<file path="config.mk">
export PLATFORM = sky130hd
export DESIGN_NAME = bte_chunk_enc
export DESIGN_NICKNAME = d
export VERILOG_FILES = /design/src/bte_pkg.sv /design/src/bte_chunk_enc.sv
export SDC_FILE = /design/constraint.sdc
export NUM_CORES = 2
export LEC_CHECK = 0
export BUFFER_PORTS_ARGS = -buffer_cell sky130_fd_sc_hd__buf_2
export CORE_MARGIN = 3
export CORE_UTILIZATION = 30
export CTS_CLUSTER_SIZE = 8
export DETAILED_ROUTE_END_ITERATION = 8
export SLEW_MARGIN = 20
export SYNTH_ARGS = -nofsm -noshare
export SYNTH_HDL_FRONTEND = slang
export SYNTH_SLANG_ARGS = --single-unit
</file>
<file path="constraint.sdc">
create_clock -name i_clk -period 5.4 [get_ports i_clk]
set_input_delay 0.81 -clock i_clk [delete_from_list [all_inputs] [get_ports i_clk]]
set_output_delay 0.81 -clock i_clk [all_outputs]
set_load 0.01 [all_outputs]
</file>
<file path="src/bte_pkg.sv">
// Shared types, constants and the byte classifier of the byte-level BPE encoder.
// Depends on nothing; every other source file imports it.
package bte_pkg;

    localparam int ID_W   = 13;
    localparam int BYTE_W = 8;
    localparam int OP_W   = 2;
    localparam int ST_W   = 2;

    localparam int DEF_MAX_MERGES = 4096;
    localparam int DEF_MAX_CHUNK  = 32;

    localparam logic [ID_W-1:0] FIRST_MERGE_ID = ID_W'(259);

    localparam logic [OP_W-1:0] OP_CLEAR  = 2'd0;
    localparam logic [OP_W-1:0] OP_APPEND = 2'd1;
    localparam logic [OP_W-1:0] OP_TEXT   = 2'd2;
    localparam logic [OP_W-1:0] OP_RSVD   = 2'd3;

    localparam logic [ST_W-1:0] ST_OK        = 2'd0;
    localparam logic [ST_W-1:0] ST_ORDER     = 2'd1;
    localparam logic [ST_W-1:0] ST_UNDEFINED = 2'd2;
    localparam logic [ST_W-1:0] ST_FULL      = 2'd3;

    localparam logic KIND_TOKEN  = 1'b0;
    localparam logic KIND_STATUS = 1'b1;

    typedef enum logic [1:0] {
        CLS_NONE  = 2'd0,
        CLS_WORD  = 2'd1,
        CLS_SPACE = 2'd2,
        CLS_OTHER = 2'd3
    } t_cls;

    // Commands from the control sequencer to the chunk encoder
    typedef struct packed {
        logic              start;
        logic              push;
        logic              open;
        logic [BYTE_W-1:0] text;
    } t_enc_cmd;

    // Status and id stream from the chunk encoder
    typedef struct packed {
        logic            idle;
        logic            done;
        logic            id_valid;
        logic [ID_W-1:0] id;
        logic            id_last;
    } t_enc_stat;

    function automatic t_cls byte_class(input logic [BYTE_W-1:0] b);
        t_cls c;
        if ((b >= 8'h61 && b <= 8'h7a) || (b >= 8'h41 && b <= 8'h5a) ||
            (b >= 8'h30 && b <= 8'h39) || b >= 8'h80) begin
            c = CLS_WORD;
        end else if (b == 8'h20 || b == 8'h09 || b == 8'h0a || b == 8'h0d) begin
            c = CLS_SPACE;
        end else begin
            c = CLS_OTHER;
        end
        return c;
    endfunction

endpackage

</file>
<file path="src/bte_chunk_enc.sv">
// Chunk holder and greedy merge engine: scans the merge table, picks the
// lowest-rank pair, merges, and streams the final ids. Depends on bte_pkg.
module bte_chunk_enc import bte_pkg::*; #(
    parameter int MAX_CHUNK = DEF_MAX_CHUNK,
    parameter int AW        = 12,
    parameter int CNT_W     = 13,
    parameter int LEN_W     = 6,
    parameter int IDX_W     = 5
) (
    input  logic              i_clk,
    input  logic              i_rst_n,
    input  t_enc_cmd          i_cmd,
    input  logic              i_id_ready,
    input  logic [CNT_W-1:0]  i_count,
    output logic [AW-1:0]     o_raddr,
    input  logic [2*ID_W-1:0] i_rdata,
    output t_enc_stat         o_stat,
    output logic [LEN_W-1:0]  o_len
);

    localparam int NP = MAX_CHUNK - 1;

    typedef enum logic [4:0] {
        E_IDLE  = 5'b00001,
        E_SCAN  = 5'b00010,
        E_PICK  = 5'b00100,
        E_MERGE = 5'b01000,
        E_EMIT  = 5'b10000
    } t_estate;

    t_estate            r_state, n_state;
    logic [ID_W-1:0]    r_ids  [MAX_CHUNK];
    logic [ID_W-1:0]    n_ids  [MAX_CHUNK];
    logic [AW-1:0]      r_rank [NP];
    logic [AW-1:0]      n_rank [NP];
    logic [NP-1:0]      r_hit, n_hit;
    logic [LEN_W-1:0]   r_len, n_len;
    logic [CNT_W-1:0]   r_addr, n_addr;
    logic               r_pend, n_pend;
    logic [AW-1:0]      r_pidx, n_pidx;
    logic [IDX_W-1:0]   r_p, n_p;
    logic               r_bv, n_bv;
    logic [AW-1:0]      r_best, n_best;
    logic [IDX_W-1:0]   r_pos, n_pos;
    logic [IDX_W-1:0]   r_e, n_e;
    logic               emit_last;
    logic [CNT_W+1:0]   merged_wide;

    assign o_raddr   = r_addr[AW-1:0];
    assign o_len     = r_len;
    assign emit_last = (LEN_W'(r_e) == r_len - LEN_W'(1));
    assign merged_wide = (CNT_W+2)'(FIRST_MERGE_ID) + (CNT_W+2)'(r_best);

    assign o_stat.idle     = (r_state == E_IDLE);
    assign o_stat.id_valid = (r_state == E_EMIT);
    assign o_stat.id       = r_ids[r_e];
    assign o_stat.id_last  = emit_last;
    assign o_stat.done     = (r_state == E_EMIT) && i_id_ready && emit_last;

    always_comb begin
        n_state = r_state;
        n_ids   = r_ids;
        n_rank  = r_rank;
        n_hit   = r_hit;
        n_len   = r_len;
        n_addr  = r_addr;
        n_pend  = 1'b0;
        n_pidx  = r_pidx;
        n_p     = r_p;
        n_bv    = r_bv;
        n_best  = r_best;
        n_pos   = r_pos;
        n_e     = r_e;

        // compare the returning table entry against every adjacent pair
        if (r_pend) begin
            for (int q = 0; q < NP; q++) begin
                if (LEN_W'(q + 1) < r_len && {r_ids[q], r_ids[q+1]} == i_rdata) begin
                    n_hit[q]  = 1'b1;
                    n_rank[q] = r_pidx;
                end
            end
        end

        case (r_state)
            E_IDLE: begin
                if (i_cmd.push) begin
                    n_ids[r_len[IDX_W-1:0]] = ID_W'(i_cmd.text);
                    n_len = r_len + LEN_W'(1);
                end else if (i_cmd.open) begin
                    n_ids[0] = ID_W'(i_cmd.text);
                    n_len    = LEN_W'(1);
                end else if (i_cmd.start) begin
                    n_hit  = '0;
                    n_addr = '0;
                    n_e    = '0;
                    n_state = (r_len > LEN_W'(1)) ? E_SCAN : E_EMIT;
                end
            end
            E_SCAN: begin
                if (r_addr < i_count) begin
                    n_pend = 1'b1;
                    n_pidx = r_addr[AW-1:0];
                    n_addr = r_addr + CNT_W'(1);
                end else if (!r_pend) begin
                    n_p     = '0;
                    n_bv    = 1'b0;
                    n_state = E_PICK;
                end
            end
            E_PICK: begin
                if (r_hit[r_p] && (!r_bv || r_rank[r_p] < r_best)) begin
                    n_bv   = 1'b1;
                    n_best = r_rank[r_p];
                    n_pos  = r_p;
                end
                n_p = r_p + IDX_W'(1);
                if (LEN_W'(r_p) == r_len - LEN_W'(2)) begin
                    n_e     = '0;
                    n_state = n_bv ? E_MERGE : E_EMIT;
                end
            end
            E_MERGE: begin
                for (int q = 0; q < MAX_CHUNK - 1; q++) begin
                    if (IDX_W'(q) == r_pos) begin
                        n_ids[q] = merged_wide[ID_W-1:0];
                    end else if (IDX_W'(q) > r_pos) begin
                        n_ids[q] = r_ids[q+1];
                    end
                end
                n_len  = r_len - LEN_W'(1);
                n_hit  = '0;
                n_addr = '0;
                n_e    = '0;
                n_state = (r_len > LEN_W'(2)) ? E_SCAN : E_EMIT;
            end
            E_EMIT: begin
                if (i_id_ready) begin
                    n_e = r_e + IDX_W'(1);
                    if (emit_last) begin
                        n_len   = '0;
                        n_state = E_IDLE;
                    end
                end
            end
            default: n_state = E_IDLE;
        endcase
    end

    always_ff @(posedge i_clk) begin
        if (!i_rst_n) begin
            r_state <= E_IDLE;
            r_len   <= '0;
            r_pend  <= 1'b0;
            r_hit   <= '0;
        end else begin
            r_state <= n_state;
            r_len   <= n_len;
            r_pend  <= n_pend;
            r_hit   <= n_hit;
        end
    end

    always_ff @(posedge i_clk) begin
        r_ids  <= n_ids;
        r_rank <= n_rank;
        r_addr <= n_addr;
        r_pidx <= n_pidx;
        r_p    <= n_p;
        r_bv   <= n_bv;
        r_best <= n_best;
        r_pos  <= n_pos;
        r_e    <= n_e;
    end

endmodule

</file>
==> summary.txt <==
FILL cells -> 16983
Post-Syn Instances -> 4616
Initial Utilization -> 0.3034
Yosys top cell by area -> edfxtp_1
Lkg Pwr -> 19.47 nW
slew margin rel. -> 0.2042
share of the synthesized area in the top cell type -> 0.4796
final net count -> 4729
DRT iter0 DRCs -> 7440
pin count of the biggest net entering global routing -> 91
register bit total from synthesis -> 879
vias in the first global route -> 40956
initial antenna violation count -> 25
final hold violations -> 0
asr flop ratio synth -> 0
RSZ-0062 raised after global routing -> false
Post-synth top cells -> 836 x edfxtp_1, 447 x xor2_1, 419 x nor2_1
GR Overflow Total -> 0
Fin Setup TNS -> 0 ps
Die Footprint -> 179500 um2
Seq/Total Area, Yosys -> 0.4961
Peak VDD IR -> 0.3218 mV
CORE AREA -> 172500 um2
Routed WL -> 242000 um
post-synthesis cell area -> 52340 um2
area grow syn2layout -> 13.69%
I/O pin cnt -> 88
fin util -> 0.3450
syn_nets -> 4704
clock tree buffer depth -> 3
global-route wire length before repair -> 331500 um
H-tree depth reported by CTS -> 3
PwrDens -> 327.2 nW/um2
All-Layer GR Usage -> 0.2602
Post-synth EDFFs -> 836
fin area -> 59500 um2
Hold Buf Count CTS -> 0
via-per-instance ratio -> 6.199
detailed-route DRC error count -> 0
crit start category -> register
TritonCTS clock tree -> built
CP Max Fanout -> 34
most instantiated library cell after synthesis -> edfxtp_1
Pins Over Slew Limit -> 0
Area after DPL -> 55990 um2
Ys Warns -> 0
max-cap violations -> 0
CP arrival -> 4420 ps
drt wl/cell -> 34.46 um
port bufs -> 87
clk root buf -> clkbuf_16
CTS buffer count -> 121
Die W -> 423.7 um
later-pin clock latency in the skew report -> 810 ps
Min-Delay Path Class -> in -> reg
drt first pass iters -> 6
Post-Syn Area per Cell -> 11.34 um2
CTS sink cnt -> 879
Die Ht -> 423.7 um
endpoints failing setup -> 0
worst-margin pin slew -> 1194 ps
Synth cell types -> 82
post-CTS setup repair buffer count -> 0
Layout Skew -> 79.24 ps
Final Cycle Share -> 0.9677
Worst-path clk slew -> 60 ps
Worst EP required -> 4590 ps
dpl hpwl -> 161100 um
f_max -> 191.4 MHz
status -> completed
Detail Route Antenna Nets -> 0
Rows -> 152
Post-CTS Resized -> 0
Critical Path Sink Type -> primary output
proportion of layout cells with a drive suffix above 1 -> 0.1594
Synth area leaders -> edfxtp_1 48%, mux4_2 8.7%, xor2_1 7.5%, xnor2_1 6.6%, a21oi_1 3.5%
Vias -> 43540
Most used DFF post-synth -> edfxtp_1
crit path time final -> 5225 ps
Worst Setup Path Type -> reg -> out
GPL Wtd Cong -> 1.032
## where the power goes
group          leakage, nW  total [mW]  internal, mW  switching (mW)
clock network         1.64        7.17          4.08            3.09
registers             8.09        7.89          7.58           0.311
logic                 9.75        4.41          1.52            2.89
## critical path: stages, from the launching register on
cell,delay (ps)
edfxtp_1,1080
buf_4,300
buf_4,520
mux4_2,400
mux2i_1,430
o21ai_0,350
mux2_2,400
buf_2,160
## path summary, 6_finish.rpt
kind	startpoint	endpoint	slack (ps)	depth (start not counted)
hold reg to reg	r_hit[17]	r_hit[17]	460	1
setup reg to reg	r_p[0]	r_best[7]	800	12
setup / recovery	r_e[1]	o_stat[13]	170	7
hold / removal	i_rst_n	o_len[4]	430	2
## cell families after synthesis
| group | after synthesis | share of synthesized area |
|---|---|---|
| AO/OA/AOI/OAI | 918 | 0.1024 |
| adder cells (fa/ha/maj) | 35 | 0.008367 |
| flip-flops | 879 | 0.4961 |
| multiplexers | 299 | 0.1063 |
| buffers and inverters | 442 | 0.03978 |
| XOR/XNOR | 843 | 0.1411 |
| AND/OR/NAND/NOR | 1200 | 0.1061 |
## cells in the final DEF (no fill, tap or decap), drive strengths merged, types with 19 or more instances in the layout
cell type | Yosys | routed
xnor2 | 396 | 396
o22ai | 138 | 138
nor3 | 28 | 28
o32ai | 19 | 19
nor2 | 419 | 419
mux2i | 73 | 73
o21a | 37 | 37
xor2 | 447 | 447
inv | 38 | 38
mux4 | 203 | 203
nand2 | 351 | 351
nand3 | 65 | 65
edfxtp | 836 | 836
buf | 206 | 304
o21ai | 235 | 235
ha | 35 | 35
nor4 | 132 | 132
and3 | 19 | 19
dfxtp | 43 | 43
mux2 | 23 | 23
clkbuf | 196 | 170
a21oi | 369 | 369
nand4 | 115 | 115
## metal layers
layer | track usage | share of wire
met1 | 0.3292 | 0.36
met5 | 0.008602 | 0.0012
met3 | 0.08809 | 0.14
met2 | 0.3776 | 0.42
met4 | 0.1676 | 0.077
## final cells by class
class	instances	area, um2	share of cell area
multi-input cells	3295	24710	0.4153
clock inverters	11	211.5	0.003554
repair buffers	304	2312	0.03886
diodes	15	37.54	0.0006308
well taps	2310	2890	0.04857
clock buffers	170	3222	0.05414
flip-flops and latches	879	25960	0.4364
inverters	40	155.1	0.002607
## per-stage QoR
stage / total power, mW / instances / hold WS (ps) / setup WS (ps)
floorplan: 10.31 / 4616 / 424.4 / 978.5
global placement: 12.14 / 6825 / 441.2 / 701.9
detailed placement: 12.16 / 6826 / 450.1 / 743.5
CTS: 19.29 / 7007 / 417.1 / 374.6
global route: 19.83 / 7013 / 421.7 / 205.3
finish: 19.47 / 7024 / 431.1 / 174.5
## flip-flops by register name, indices dropped and copies added (netlist names)
register,flops
r_p,5
r_state,5
r_bv,1
r_addr,13
r_pos,5
r_pidx,12
r_e,5
r_hit,31
o_len,6
r_rank,372
r_pend,1
r_ids,411
r_best,12
(Power assumes the default switching activity.)
